## src/sv/fsr_pkg.sv

```systemverilog
`timescale 1ns / 1ps
// ----------------------------------------------------------------------------
// fsr_pkg
// Shared types and constants for the stuffed frame receiver.
// ----------------------------------------------------------------------------
package fsr_pkg;

    localparam int          DEFAULT_MAX_FRAME = 64;
    localparam int          POS_W             = 7;
    localparam int          HDR_LEN           = 5;
    localparam int          FIFO_DEPTH        = 8;
    localparam int          FIFO_CNT_W        = $clog2(FIFO_DEPTH + 1);

    localparam logic [7:0]  BYTE_TERM         = 8'hFF;
    localparam logic [7:0]  BYTE_SYNC_ID      = 8'hFD;
    localparam logic [7:0]  BYTE_SYNC_MARK    = 8'h55;
    localparam logic [7:0]  BYTE_DATA_ID      = 8'h83;
    localparam logic [7:0]  BYTE_DATA_KIND    = 8'hFE;
    localparam logic [7:0]  BYTE_ESC          = 8'hFA;
    localparam logic [7:0]  ESC_OFFSET        = 8'h80;

    typedef enum logic [2:0] {
        ST_PROGRESS = 3'd0,
        ST_SYNC     = 3'd1,
        ST_DATA_OK  = 3'd2,
        ST_DATA_BAD = 3'd3,
        ST_OTHER    = 3'd4,
        ST_OVERFLOW = 3'd5
    } t_status;

    typedef struct packed {
        logic [7:0]  data_byte;
        logic        frame_end;
        t_status     frame_status;
        logic [7:0]  frame_number;
        logic [15:0] fault_count;
        logic        last;
    } t_result;

    // up to two results per received byte
    typedef struct packed {
        logic [1:0] count;
        t_result    r0;
        t_result    r1;
    } t_push;

    typedef struct packed {
        logic [FIFO_CNT_W-1:0] count;
        logic                  empty;
    } t_fifo_stat;

endpackage

```

## src/sv/fsr_frame_proc.sv

```systemverilog
`timescale 1ns / 1ps
// ----------------------------------------------------------------------------
// fsr_frame_proc
// Per-byte destuffing, frame classification and checksum; holds frame state.
// ----------------------------------------------------------------------------
module fsr_frame_proc #(
    parameter int MAX_FRAME = fsr_pkg::DEFAULT_MAX_FRAME
) (
    input  logic          i_clk,
    input  logic          i_rst_n,
    input  logic          i_valid,
    input  logic [7:0]    i_byte,
    output fsr_pkg::t_push o_push
);
    import fsr_pkg::*;

    localparam logic [POS_W-1:0] LAST_POS = POS_W'(MAX_FRAME - 1);

    logic [POS_W-1:0] r_pos,  n_pos;
    logic [7:0]       r_hdr [HDR_LEN];
    logic [7:0]       n_hdr [HDR_LEN];
    logic [7:0]       r_sum,  n_sum;
    logic             r_esc,  n_esc;
    logic             r_ovf,  n_ovf;
    logic [7:0]       r_sync, n_sync;
    logic [15:0]      r_bad,  n_bad;

    function automatic t_result mk(input logic [7:0] data, input logic fend,
                                   input t_status st, input logic [7:0] num,
                                   input logic [15:0] cnt, input logic fin);
        t_result r;
        r.data_byte    = data;
        r.frame_end    = fend;
        r.frame_status = st;
        r.frame_number = num;
        r.fault_count  = cnt;
        r.last         = fin;
        return r;
    endfunction

    always_comb begin
        logic [7:0] sum;
        t_status    st;
        n_pos  = r_pos;
        n_hdr  = r_hdr;
        n_sum  = r_sum;
        n_esc  = r_esc;
        n_ovf  = r_ovf;
        n_sync = r_sync;
        n_bad  = r_bad;
        sum    = r_sum;
        st     = ST_OTHER;
        o_push.count = 2'd0;
        o_push.r0    = mk(i_byte, 1'b0, ST_PROGRESS, r_sync, r_bad, 1'b1);
        o_push.r1    = mk(BYTE_TERM, 1'b1, ST_PROGRESS, r_sync, r_bad, 1'b1);

        if (i_valid) begin
            if (i_byte == BYTE_TERM) begin
                if (r_pos >= POS_W'(2)) begin
                    sum = r_sum + BYTE_TERM;
                end
                if (r_ovf) begin
                    st = ST_OVERFLOW;
                end else if (r_pos >= POS_W'(5) && r_hdr[2] == BYTE_SYNC_ID &&
                             r_hdr[4] == BYTE_SYNC_MARK) begin
                    st     = ST_SYNC;
                    n_sync = r_hdr[3];
                end else if (r_pos >= POS_W'(3) && r_hdr[0] == BYTE_DATA_ID &&
                             r_hdr[1] == BYTE_DATA_ID &&
                             r_hdr[2] == BYTE_DATA_KIND) begin
                    if (sum == 8'd0) begin
                        st = ST_DATA_OK;
                    end else begin
                        st = ST_DATA_BAD;
                        if (r_bad != 16'hFFFF) begin
                            n_bad = r_bad + 16'd1;
                        end
                    end
                end
                if (r_esc && !r_ovf) begin
                    // pending escape is flushed as a plain 0xFA ahead of the end
                    o_push.count = 2'd2;
                    o_push.r0    = mk(BYTE_ESC, 1'b0, ST_PROGRESS, n_sync, n_bad, 1'b0);
                    o_push.r1    = mk(BYTE_TERM, 1'b1, st, n_sync, n_bad, 1'b1);
                end else begin
                    o_push.count = 2'd1;
                    o_push.r0    = mk(BYTE_TERM, 1'b1, st, n_sync, n_bad, 1'b1);
                end
                n_pos = '0;
                n_sum = 8'd0;
                n_esc = 1'b0;
                n_ovf = 1'b0;
            end else if (r_pos >= LAST_POS) begin
                n_ovf = 1'b1;          // dropped
            end else begin
                for (int k = 0; k < HDR_LEN; k++) begin
                    if (r_pos == POS_W'(k)) begin
                        n_hdr[k] = i_byte;
                    end
                end
                if (r_pos >= POS_W'(2)) begin
                    n_sum = r_sum + i_byte;
                end
                n_pos = r_pos + POS_W'(1);
                if (r_pos < POS_W'(4)) begin
                    o_push.count = 2'd1;
                end else if (r_esc) begin
                    n_esc        = 1'b0;
                    o_push.count = 2'd1;
                    o_push.r0    = mk(i_byte + ESC_OFFSET, 1'b0, ST_PROGRESS,
                                      r_sync, r_bad, 1'b1);
                end else if (i_byte == BYTE_ESC) begin
                    n_esc = 1'b1;
                end else begin
                    o_push.count = 2'd1;
                end
            end
        end
    end

    always_ff @(posedge i_clk) begin
        if (!i_rst_n) begin
            r_pos  <= '0;
            r_sum  <= 8'd0;
            r_esc  <= 1'b0;
            r_ovf  <= 1'b0;
            r_sync <= 8'd0;
            r_bad  <= 16'd0;
            for (int k = 0; k < HDR_LEN; k++) begin
                r_hdr[k] <= 8'd0;
            end
        end else begin
            r_pos  <= n_pos;
            r_hdr  <= n_hdr;
            r_sum  <= n_sum;
            r_esc  <= n_esc;
            r_ovf  <= n_ovf;
            r_sync <= n_sync;
            r_bad  <= n_bad;
        end
    end

endmodule

```

## src/sv/fsr_out_fifo.sv

```systemverilog
`timescale 1ns / 1ps
// ----------------------------------------------------------------------------
// fsr_out_fifo
// Result queue: takes zero to two words per cycle, hands out one.
// ----------------------------------------------------------------------------
module fsr_out_fifo (
    input  logic                i_clk,
    input  logic                i_rst_n,
    input  fsr_pkg::t_push      i_push,
    input  logic                i_pop,
    output logic                o_valid,
    output fsr_pkg::t_result    o_data,
    output fsr_pkg::t_fifo_stat o_stat
);
    import fsr_pkg::*;

    localparam int PTR_W = $clog2(FIFO_DEPTH);

    t_result               r_mem [FIFO_DEPTH];
    logic [PTR_W-1:0]      r_wp, n_wp;
    logic [PTR_W-1:0]      r_rp, n_rp;
    logic [FIFO_CNT_W-1:0] r_cnt, n_cnt;
    logic [PTR_W-1:0]      wp1;

    assign wp1 = r_wp + PTR_W'(1);

    always_comb begin
        n_wp  = r_wp + PTR_W'(i_push.count);
        n_rp  = r_rp + PTR_W'(i_pop);
        n_cnt = r_cnt + FIFO_CNT_W'(i_push.count) - FIFO_CNT_W'(i_pop);
    end

    always_ff @(posedge i_clk) begin
        if (i_push.count != 2'd0) begin
            r_mem[r_wp] <= i_push.r0;
        end
        if (i_push.count == 2'd2) begin
            r_mem[wp1] <= i_push.r1;
        end
    end

    always_ff @(posedge i_clk) begin
        if (!i_rst_n) begin
            r_wp  <= '0;
            r_rp  <= '0;
            r_cnt <= '0;
        end else begin
            r_wp  <= n_wp;
            r_rp  <= n_rp;
            r_cnt <= n_cnt;
        end
    end

    assign o_valid      = (r_cnt != '0);
    assign o_data       = r_mem[r_rp];
    assign o_stat.count = r_cnt;
    assign o_stat.empty = (r_cnt == '0);

endmodule

```

## src/sv/stuffed_frame_receiver_unit.sv

```systemverilog
`timescale 1ns / 1ps
// ----------------------------------------------------------------------------
// stuffed_frame_receiver_unit
// Byte-stuffed frame receiver: destuffs, classifies frames at 0xFF, checks
// the additive checksum of data frames and counts bad ones.
// ----------------------------------------------------------------------------
//  port group  | dir | word contents
//  ------------+-----+---------------------------------------------------------
//  s_axis      | in  | tdata[7:0] rx_byte
//  m_axis      | out | tdata data_byte/frame_status/frame_number/fault_count,
//              |     | tlast frame_end, tuser last
//
//  Throughput: one byte per cycle while s_axis tready is high. A terminator
//  that follows a pending escape yields two words; the output side drains one
//  word per cycle while m_axis tready is high. An accepted byte passes the
//  input register, then the result queue, before its first word is output.
//  Reset: synchronous, active low; clears frame state, counters and queue.
//  Stalls: tready drops only when the result queue could not take the words
//  of the byte in flight plus two more.
// ----------------------------------------------------------------------------
module stuffed_frame_receiver_unit #(
    parameter int MAX_FRAME = fsr_pkg::DEFAULT_MAX_FRAME
) (
    input  logic        i_clk,
    input  logic        i_rst_n,
    input  logic        i_s_axis_tvalid,
    output logic        o_s_axis_tready,
    input  logic [7:0]  i_s_axis_tdata,    // [7:0] rx_byte
    output logic        o_m_axis_tvalid,
    input  logic        i_m_axis_tready,
    // [7:0] data_byte, [10:8] frame_status, [18:11] frame_number,
    // [34:19] fault_count, [39:35] zero
    output logic [39:0] o_m_axis_tdata,
    output logic        o_m_axis_tlast,    // frame_end
    output logic        o_m_axis_tuser     // [0] last
);
    import fsr_pkg::*;

    localparam int SUM_W = FIFO_CNT_W + 1;

    logic        r_in_valid;
    logic [7:0]  r_in_byte;
    logic        s_accept;
    logic        m_pop;
    t_push       push;
    t_result     head;
    t_fifo_stat  fstat;
    logic [SUM_W-1:0] committed;

    // words already queued plus worst case for the byte in the input register
    assign committed = SUM_W'(fstat.count) + (r_in_valid ? SUM_W'(2) : SUM_W'(0));
    assign o_s_axis_tready = (committed <= SUM_W'(FIFO_DEPTH - 2));
    assign s_accept = i_s_axis_tvalid && o_s_axis_tready;

    always_ff @(posedge i_clk) begin
        if (!i_rst_n) begin
            r_in_valid <= 1'b0;
        end else begin
            r_in_valid <= s_accept;
        end
    end

    always_ff @(posedge i_clk) begin
        if (s_accept) begin
            r_in_byte <= i_s_axis_tdata;
        end
    end

    fsr_frame_proc #(
        .MAX_FRAME (MAX_FRAME)
    ) u_proc (
        .i_clk   (i_clk),
        .i_rst_n (i_rst_n),
        .i_valid (r_in_valid),
        .i_byte  (r_in_byte),
        .o_push  (push)
    );

    assign m_pop = o_m_axis_tvalid && i_m_axis_tready;

    fsr_out_fifo u_fifo (
        .i_clk   (i_clk),
        .i_rst_n (i_rst_n),
        .i_push  (push),
        .i_pop   (m_pop),
        .o_valid (o_m_axis_tvalid),
        .o_data  (head),
        .o_stat  (fstat)
    );

    assign o_m_axis_tdata = {5'd0, head.fault_count, head.frame_number,
                             head.frame_status, head.data_byte};
    assign o_m_axis_tlast = head.frame_end;
    assign o_m_axis_tuser = head.last;

`ifndef ASSERT_OFF
    a_fifo_bound: assert property (@(posedge i_clk) disable iff (!i_rst_n)
        fstat.count <= FIFO_CNT_W'(FIFO_DEPTH))
        else $error("result queue overrun");

    a_pair_order: assert property (@(posedge i_clk) disable iff (!i_rst_n)
        push.count == 2'd2 |-> !push.r0.last && push.r1.last && push.r1.frame_end)
        else $error("escape flush pair out of order");

    a_end_is_last: assert property (@(posedge i_clk) disable iff (!i_rst_n)
        o_m_axis_tvalid && o_m_axis_tlast |-> o_m_axis_tuser)
        else $error("frame end word not marked last");

    a_reset_empty: assert property (@(posedge i_clk)
        !i_rst_n |=> !o_m_axis_tvalid)
        else $error("output valid right after reset");
`endif

endmodule

```

## config.mk

```make
export PLATFORM = sky130hd
export DESIGN_NAME = stuffed_frame_receiver_unit
export DESIGN_NICKNAME = d
export VERILOG_FILES = /design/src/sv/fsr_pkg.sv /design/src/sv/fsr_frame_proc.sv /design/src/sv/fsr_out_fifo.sv /design/src/sv/stuffed_frame_receiver_unit.sv
export SDC_FILE = /design/constraint.sdc
export NUM_CORES = 1
export LEC_CHECK = 0
export BUFFER_PORTS_ARGS = -buffer_cell sky130_fd_sc_hd__buf_2
export CORE_MARGIN = 5
export CORE_UTILIZATION = 28
export CTS_BUF_LIST = sky130_fd_sc_hd__clkbuf_4 sky130_fd_sc_hd__clkbuf_8
export CTS_CLUSTER_SIZE = 25
export DETAILED_ROUTE_END_ITERATION = 8
export GPL_TIMING_DRIVEN = 0
export PLACE_DENSITY = 0.47
export SKIP_LAST_GASP = 1
export SLEW_MARGIN = 20
export SYNTH_ARGS = -nofsm -noshare
export SYNTH_HDL_FRONTEND = slang
export SYNTH_SLANG_ARGS = --single-unit
```

## constraint.sdc

```tcl
create_clock -name i_clk -period 4.9 [get_ports i_clk]
set_input_delay 0 -clock i_clk [delete_from_list [all_inputs] [get_ports i_clk]]
set_output_delay 0 -clock i_clk [all_outputs]
set_load 0.01 [all_outputs]
```

==> impl_metrics.tcl, run 1 <==
set metrics [dict create \
    cts_max_level 3 \
    cp.required_ps 5360 \
    path_cells "nand4_1 > or4_1 > clkbuf_1 > nor2_2 > inv_1 > clkbuf_1 > nor3_1 > clkbuf_1 > a221oi_1 > a21oi_1" \
    p_sw_mw 2.69 \
    worst_slack_ps -149 \
    yosysSeqAreaShare_pct 50.7 \
    fin_skew_ps 24.1 \
    placement_stage_cell_area_mm2 0.0217 \
    post_synth_mux_area_share_pct 12.2 \
    power_frac_comb_pct 22.4 \
    critical_path.n_buffers_inverters 4 \
    power.static_leakage_nw 7.43 \
    crit_path_max_incr_delay_ps 760 \
    post_synth_num_cell_types 66 \
    numCtsBuffers 71 \
    path_depth 10 \
    synthesis.yosys.warnings 0 \
    ys_top_cells_by_count "sky130_fd_sc_hd__edfxtp_1, sky130_fd_sc_hd__a21oi_1, sky130_fd_sc_hd__dfxtp_1, sky130_fd_sc_hd__clkbuf_1, sky130_fd_sc_hd__nor2_1" \
    synthDominantAreaCellType "sky130_fd_sc_hd__edfxtp_1" \
    boundaryPins 56 \
    gp_weighted_congestion 0.990 \
    critical_path.endpoint_type "flop" \
    max-clock-path-buffers 3 \
    rsz0062_at_grt "true" \
    crit_path_max_fanout 10 \
    power-per-cell-area_mw_per_mm2 389 \
    start_kind "flop" \
    detailroute.via_count 17100 \
    starting_density_of_the_core_pct 28.2 \
    crit-reg2reg-capture "u_fifo.r_mem[4][11]" \
    timing_hold_violations_final 0 \
    failed_checks "negative setup slack" \
    synth_simple_gate_area_share_pct 11.0 \
    grt_pass1_wl_um 116000 \
    antenna_nets_post_route 0 \
    share_of_final_layout_standard_cells_stronger_than_drive_strength_1_pct 18.2 \
    routed_wire_length_per_instance_um 27.3 \
    drt-initial-drc-count 1954 \
    clock_tree.root_cell "sky130_fd_sc_hd__clkbuf_8" \
    maxCapViolCount 0 \
    synth_top_area_share_pct 33.5 \
    min_to "r_in_byte[7]" \
    total_wire_length_um 81000 \
    numPortBuffers 49 \
    row_count 98 \
    floorplan.die.width_um 278 \
    synth_area_mm2 0.0201 \
    place.detailed.hpwl_um 54300 \
    internal_power_mw 6.41 \
    finalWorstPathRequiredPeriod_ps 5050 \
    delay_heaviest_family_cp "simple AND/OR/NAND/NOR gates" \
    grt_pass1_vias 16900 \
    min_from "i_s_axis_tdata[7]" \
    setup-violations-final 16 \
    worst_slack_at_placement_ps -442 \
    run_status "finished, violations left" \
    period_share_pct 103 \
    gr-usage-all-layers_pct 20.2 \
    die_area_mm2 0.0771 \
    detail_route.vias_per_cell 5.76 \
    netlist_top_cells_area "sky130_fd_sc_hd__edfxtp_1, sky130_fd_sc_hd__dfxtp_1, sky130_fd_sc_hd__mux4_2" \
    synthAdderAreaFrac_pct 1.92 \
    synth.most_common_cell "sky130_fd_sc_hd__edfxtp_1" \
    synth_async_sr_flop_share_pct 0 \
    cts.repair_timing.setup_buffer_count 0 \
    number_of_nets_in_the_layout 2008 \
    max_slew.worst_pin.slew_ps 1200 \
    gr-total-overflow 0 \
    timing_max_transition_violations_final 0 \
    detailedRoute.firstPassIterationCount 6 \
    edff_count_synth 224 \
    worst_hold_path.num_cells 2 \
    timing.max_slew.rel_slack_pct 19.9 \
    reg2reg_from "r_in_byte[1]" \
    post_synth_xor_area_fraction_pct 1.22 \
    area_growth_syn_to_layout_pct 16.6 \
    coreArea_mm2 0.0712 \
    worst_skew_pair.late_latency_ps 660 \
    fmax_ghz 0.198 \
    ir_worst_vdd_mv 0.298 \
    final.hold.worst_slack_ps 79.0 \
    tritoncts "built" \
    path_type_of_the_worst_setup_path "flop to flop" \
    tritoncts_num_sinks 396 \
    reg2regPathDepth 10 \
    clock_power_share_pct 35.5 \
    final_area_mm2 0.0234 \
    synth_top_family_by_area "compound AO/OA/AOI/OAI gates" \
    min_path_type "input pin to flop" \
    most_common_cell_on_crit_path "sky130_fd_sc_hd__clkbuf_1" \
    number_of_antenna_violations_at_the_first_check_in_global_routing 1 \
    route.detailed.drc 0 \
    postSynthAreaPerCell_um2 11.1 \
    postSynthRegisterBits 396 \
    dieHeight_um 278 \
    sw_frac_of_total_pct 29.6 \
    postSynth.topFlopCell "sky130_fd_sc_hd__edfxtp_1" \
    synth_compound_gate_area_share_pct 18.8 \
    synth_cells 1814 \
    reg2reg_setup_slack_ps -150 \
    worst-endpoint-arrival_ps 5510 \
    pwr-share-seq_pct 42.2 \
    maximum_number_of_pins_on_one_net_before_global_route_repair 22 \
    cp_slowest_cell "sky130_fd_sc_hd__nor3_1" \
    clk_transition_reported_paths_ps 60 \
]
==> cells in the final DEF, fill, tap and decap left out, types with 8 or more instances in the layout <==
cell,n
sky130_fd_sc_hd__a21oi_1,172
sky130_fd_sc_hd__a221oi_1,73
sky130_fd_sc_hd__a22o_1,16
sky130_fd_sc_hd__a22oi_1,72
sky130_fd_sc_hd__and2_1,10
sky130_fd_sc_hd__and3_1,12
sky130_fd_sc_hd__buf_1,12
sky130_fd_sc_hd__buf_12,8
sky130_fd_sc_hd__buf_2,65
sky130_fd_sc_hd__clkbuf_1,129
sky130_fd_sc_hd__clkbuf_2,9
sky130_fd_sc_hd__clkbuf_4,38
sky130_fd_sc_hd__clkbuf_8,82
sky130_fd_sc_hd__dfxtp_1,172
sky130_fd_sc_hd__dlygate4sd3_1,18
sky130_fd_sc_hd__edfxtp_1,224
sky130_fd_sc_hd__ha_1,26
sky130_fd_sc_hd__inv_1,24
sky130_fd_sc_hd__mux2_2,45
sky130_fd_sc_hd__mux2i_1,25
sky130_fd_sc_hd__mux4_2,74
sky130_fd_sc_hd__nand2_1,107
sky130_fd_sc_hd__nand3_1,76
sky130_fd_sc_hd__nand4_1,14
sky130_fd_sc_hd__nor2_1,138
sky130_fd_sc_hd__nor3_1,30
sky130_fd_sc_hd__nor3_2,9
sky130_fd_sc_hd__o21ai_0,19
sky130_fd_sc_hd__o22a_1,64
sky130_fd_sc_hd__o22ai_1,112
sky130_fd_sc_hd__or3_1,12
sky130_fd_sc_hd__xnor2_1,18
sky130_fd_sc_hd__xor2_1,10
==> registers in the layout, summed over array words and instances (netlist names) <==
signal / cells
u_fifo.r_cnt: 4
u_proc.r_pos: 7
u_proc.r_sum: 8
u_proc.r_ovf: 1
r_in_valid: 1
u_proc.r_bad: 16
u_proc.r_hdr: 40
u_fifo.r_mem: 296
u_proc.r_esc: 1
u_proc.r_sync: 8
u_fifo.r_wp: 3
r_in_byte: 8
u_fifo.r_rp: 3
==> repair_timing <==
item,in CTS,in global routing
hold buffers,18,0
resized for setup,5,2
endpoints found under the setup margin,215,85
endpoints found under the hold margin,23,0
==> cells by family (layout without fill, tap and decap cells) <==
kind of cell	after synthesis	after routing
AO/OA/AOI/OAI	557	557
XOR/XNOR	28	28
adder cells (fa/ha/maj)	29	29
buffers and inverters	209	411
flip-flops	396	396
multiplexers	145	145
other	1	6
AND/OR/NAND/NOR	449	449
==> worst register-to-register path, cell delays in order, from the launching register on <==
cell,delay [ps]
sky130_fd_sc_hd__edfxtp_1,600
sky130_fd_sc_hd__nand4_1,360
sky130_fd_sc_hd__or4_1,580
sky130_fd_sc_hd__clkbuf_1,350
sky130_fd_sc_hd__nor2_2,510
sky130_fd_sc_hd__inv_1,150
sky130_fd_sc_hd__clkbuf_1,340
sky130_fd_sc_hd__nor3_1,760
sky130_fd_sc_hd__clkbuf_1,700
sky130_fd_sc_hd__a221oi_1,210
sky130_fd_sc_hd__a21oi_1,290
==> metal layers <==
metal	up-vias	share of wire, %	track usage, %
met4	0	3.9	8.33
met1	8616	42	27.3
met5	-	0	0
met2	906	45	31.5
li1	7415	-	-
met3	190	8.7	4.44
==> power groups by stage <==
stage	logic (mW)	registers (mW)	clock network [mW]
finish	2.04	3.83	3.23
global route	2.21	3.85	3.44
CTS	2.07	3.83	3.30
detailed placement	2.04	3.90	0
global placement	2.01	3.90	0
floorplan	1.31	3.86	0
==> layout make-up <==
class,count,area [um^2]
inverters,26,97.6
clock inverters,14,103
clock buffers,112,1350
fillers,7202,47800
plain buffers,183,793
multi-input cells,1213,9100
flip-flops and latches,396,10200
well taps,950,1190
diodes,1,2.50
repair buffers,76,593
==> worst max-delay path by stage <==
stage	from	endpoint	slack, ps
after floorplan	r_in_byte[1]	u_fifo.r_mem[6][10]	1310
after global placement	r_in_byte[2]	u_fifo.r_mem[4][6]	-1970
after detailed placement	r_in_byte[2]	u_fifo.r_mem[4][19]	-440
after CTS	r_in_byte[2]	u_fifo.r_mem[3][21]	130
after global routing	r_in_byte[1]	u_fifo.r_cnt[3]	-60
final	r_in_byte[1]	u_fifo.r_mem[4][11]	-150
==> stage by stage <==
step	instances	power [mW]	utilization, %	setup TNS, ps
2_1_floorplan	1818	5.17	-	0
3_3_place_gp	2817	5.91	30.2	-504980
3_5_place_dp	2826	5.94	30.5	-27690
4_1_cts	2970	9.20	32.8	0
5_1_grt	2971	9.50	32.8	-317
6_report	2971	9.10	32.8	-999
Note: power is estimated with default switching activity, not from simulation.
==> inputs of run 2 (changes only) <==
==> constraint.sdc (replaced) <==
create_clock -name i_clk -period 4.9 [get_ports i_clk]
set_input_delay 0.245 -clock i_clk [delete_from_list [all_inputs] [get_ports i_clk]]
set_output_delay 0.245 -clock i_clk [all_outputs]
set_load 0.01 [all_outputs]
==> impl_metrics.tcl, run 2 (synthesized netlist as in run 1, its figures left out) <==
set metrics [dict create \
    gr-usage-all-layers_pct 20.2 \
    path_cells "nand4_1 > or4_1 > clkbuf_1 > nor2_2 > inv_1 > clkbuf_1 > nor3_1 > clkbuf_1 > a221oi_1 > a21oi_1" \
    fin_skew_ps 29.6 \
    detail_route.vias_per_cell 5.77 \
    gr-total-overflow 0 \
    antenna_nets_post_route 0 \
    setup-violations-final 9 \
    failed_checks "negative setup slack" \
    ir_worst_vdd_mv 0.299 \
    power-per-cell-area_mw_per_mm2 390 \
    max-clock-path-buffers 3 \
    detailroute.via_count 17100 \
    routed_wire_length_per_instance_um 27.3 \
    timing.max_slew.rel_slack_pct 23.5 \
    boundaryPins 56 \
    numCtsBuffers 71 \
    route.detailed.drc 0 \
    period_share_pct 104 \
    drt-initial-drc-count 1813 \
    dieHeight_um 278 \
    row_count 98 \
    number_of_antenna_violations_at_the_first_check_in_global_routing 1 \
    critical_path.endpoint_type "flop" \
    crit_path_max_incr_delay_ps 790 \
    fmax_ghz 0.197 \
    pwr-share-seq_pct 42.2 \
    most_common_cell_on_crit_path "sky130_fd_sc_hd__clkbuf_1" \
    number_of_nets_in_the_layout 1999 \
    crit_path_max_fanout 10 \
    start_kind "flop" \
    timing_hold_violations_final 0 \
    total_wire_length_um 80900 \
    starting_density_of_the_core_pct 28.2 \
    sw_frac_of_total_pct 29.6 \
    clk_transition_reported_paths_ps 60 \
    path_type_of_the_worst_setup_path "flop to flop" \
    tritoncts "built" \
    cp_slowest_cell "sky130_fd_sc_hd__nor3_1" \
    power.static_leakage_nw 7.39 \
    coreArea_mm2 0.0712 \
    rsz0062_at_grt "true" \
    cp.required_ps 5370 \
    layout_commonest_cell "sky130_fd_sc_hd__edfxtp_1" \
    place.detailed.hpwl_um 54300 \
    power_mw 9.09 \
    maximum_number_of_pins_on_one_net_before_global_route_repair 22 \
    worst_slack_ps -176 \
    area_growth_syn_to_layout_pct 16.1 \
    timing_max_transition_violations_final 0 \
    floorplan.die.width_um 278 \
    gp_weighted_congestion 0.990 \
    grt_pass1_vias 16900 \
    max_slew.worst_pin.slew_ps 1150 \
    maxCapViolCount 0 \
    reg_top3 "u_fifo.r_mem: 296 flops, u_proc.r_hdr: 40 flops, u_proc.r_bad: 16 flops" \
    layout.filler_cells 7208 \
    worst-endpoint-arrival_ps 5540 \
    worst_skew_pair.late_latency_ps 670 \
    share_of_final_layout_standard_cells_stronger_than_drive_strength_1_pct 18.3 \
    cts_max_level 3 \
    die_area_mm2 0.0771 \
    tritoncts_num_sinks 396 \
    fin_setup_tns_ps -916 \
    run_status "finished, violations left" \
    largest_register_ff_count 296 \
    largest_register "u_fifo.r_mem" \
    mostFrequentLayoutCells "sky130_fd_sc_hd__edfxtp_1, sky130_fd_sc_hd__a21oi_1, sky130_fd_sc_hd__dfxtp_1" \
    numPortBuffers 49 \
    power_frac_comb_pct 22.3 \
    detailedRoute.firstPassIterationCount 6 \
    clock_tree.root_cell "sky130_fd_sc_hd__clkbuf_8" \
    internal_power_mw 6.40 \
    clock_power_share_pct 35.6 \
    finalWorstPathRequiredPeriod_ps 5080 \
    grt_pass1_wl_um 116000 \
    cts.repair_timing.setup_buffer_count 0 \
    min_path_type "input pin to flop" \
    p_sw_mw 2.69 \
]
run 2: changes by cell type in the layout (fill, tap and decap cells not counted):
cell	before	now
sky130_fd_sc_hd__dlygate4sd3_1	18	9
run 2: power by group through the flow:
stage	registers [mW]	clock network, mW	logic (mW)
2_1_floorplan	3.86	0	1.31
3_3_place_gp	3.90	0	2.01
3_5_place_dp	3.90	0	2.04
4_1_cts	3.83	3.30	2.06
5_1_grt	3.85	3.44	2.19
6_report	3.83	3.23	2.02
run 2: worst paths after layout:
path,startpoint,to,slack (ps),cells after the start
max,r_in_byte[1],u_fifo.r_mem[4][11],-180,10
min,i_m_axis_tready,u_fifo.r_rp[0],100,4
max reg2reg,r_in_byte[1],u_fifo.r_mem[4][11],-180,10
min reg2reg,u_proc.r_hdr[27],u_proc.r_hdr[27],450,2
run 2: worst max-delay path, delay by kind of cell (launching register included):
family                 cells  cell delay [ps]
flip-flops                 1              590
buffers and inverters      4             1540
AND/OR/NAND/NOR            4             2230
AO/OA/AOI/OAI              2              490
run 2: final cells by class:
cell class	instances	area, um^2	share of cell area [%]
sequential	396	10200	43.6
multi-input combinational	1213	9100	39.0
clock buffer	112	1350	5.81
tap	950	1190	5.10
buffer	183	793	3.40
timing repair buffer	67	503	2.16
clock inverter	14	103	0.440
inverter	26	97.6	0.419
antenna	1	2.50	0.0107
run 2: what timing repair did:
action	4_1_cts	5_1_grt
resized for setup	5	2
hold endpoints to repair	9	0
setup endpoints to repair	215	89
hold buffers	9	0
run 2: layer usage:
metal | vias up | track usage (%) | wire length (um)
li1 | 7385 | - | -
met1 | 8537 | 27.3 | 34000
met2 | 952 | 31.4 | 36300
met3 | 216 | 4.44 | 7330
met4 | 0 | 8.33 | 3320
met5 | - | 0 | 0
run 2: through the flow:
stage	instance area, um^2	setup slack (ps)	util [%]	instances	hold slack, ps
floorplan	20100	1310	-	1818	344
global placement	21500	-1970	30.2	2817	423
detailed placement	21700	-442	30.5	2826	423
CTS	23300	131	32.7	2961	57.9
global route	23300	-74.8	32.7	2962	117
finish	23300	-176	32.7	2962	104
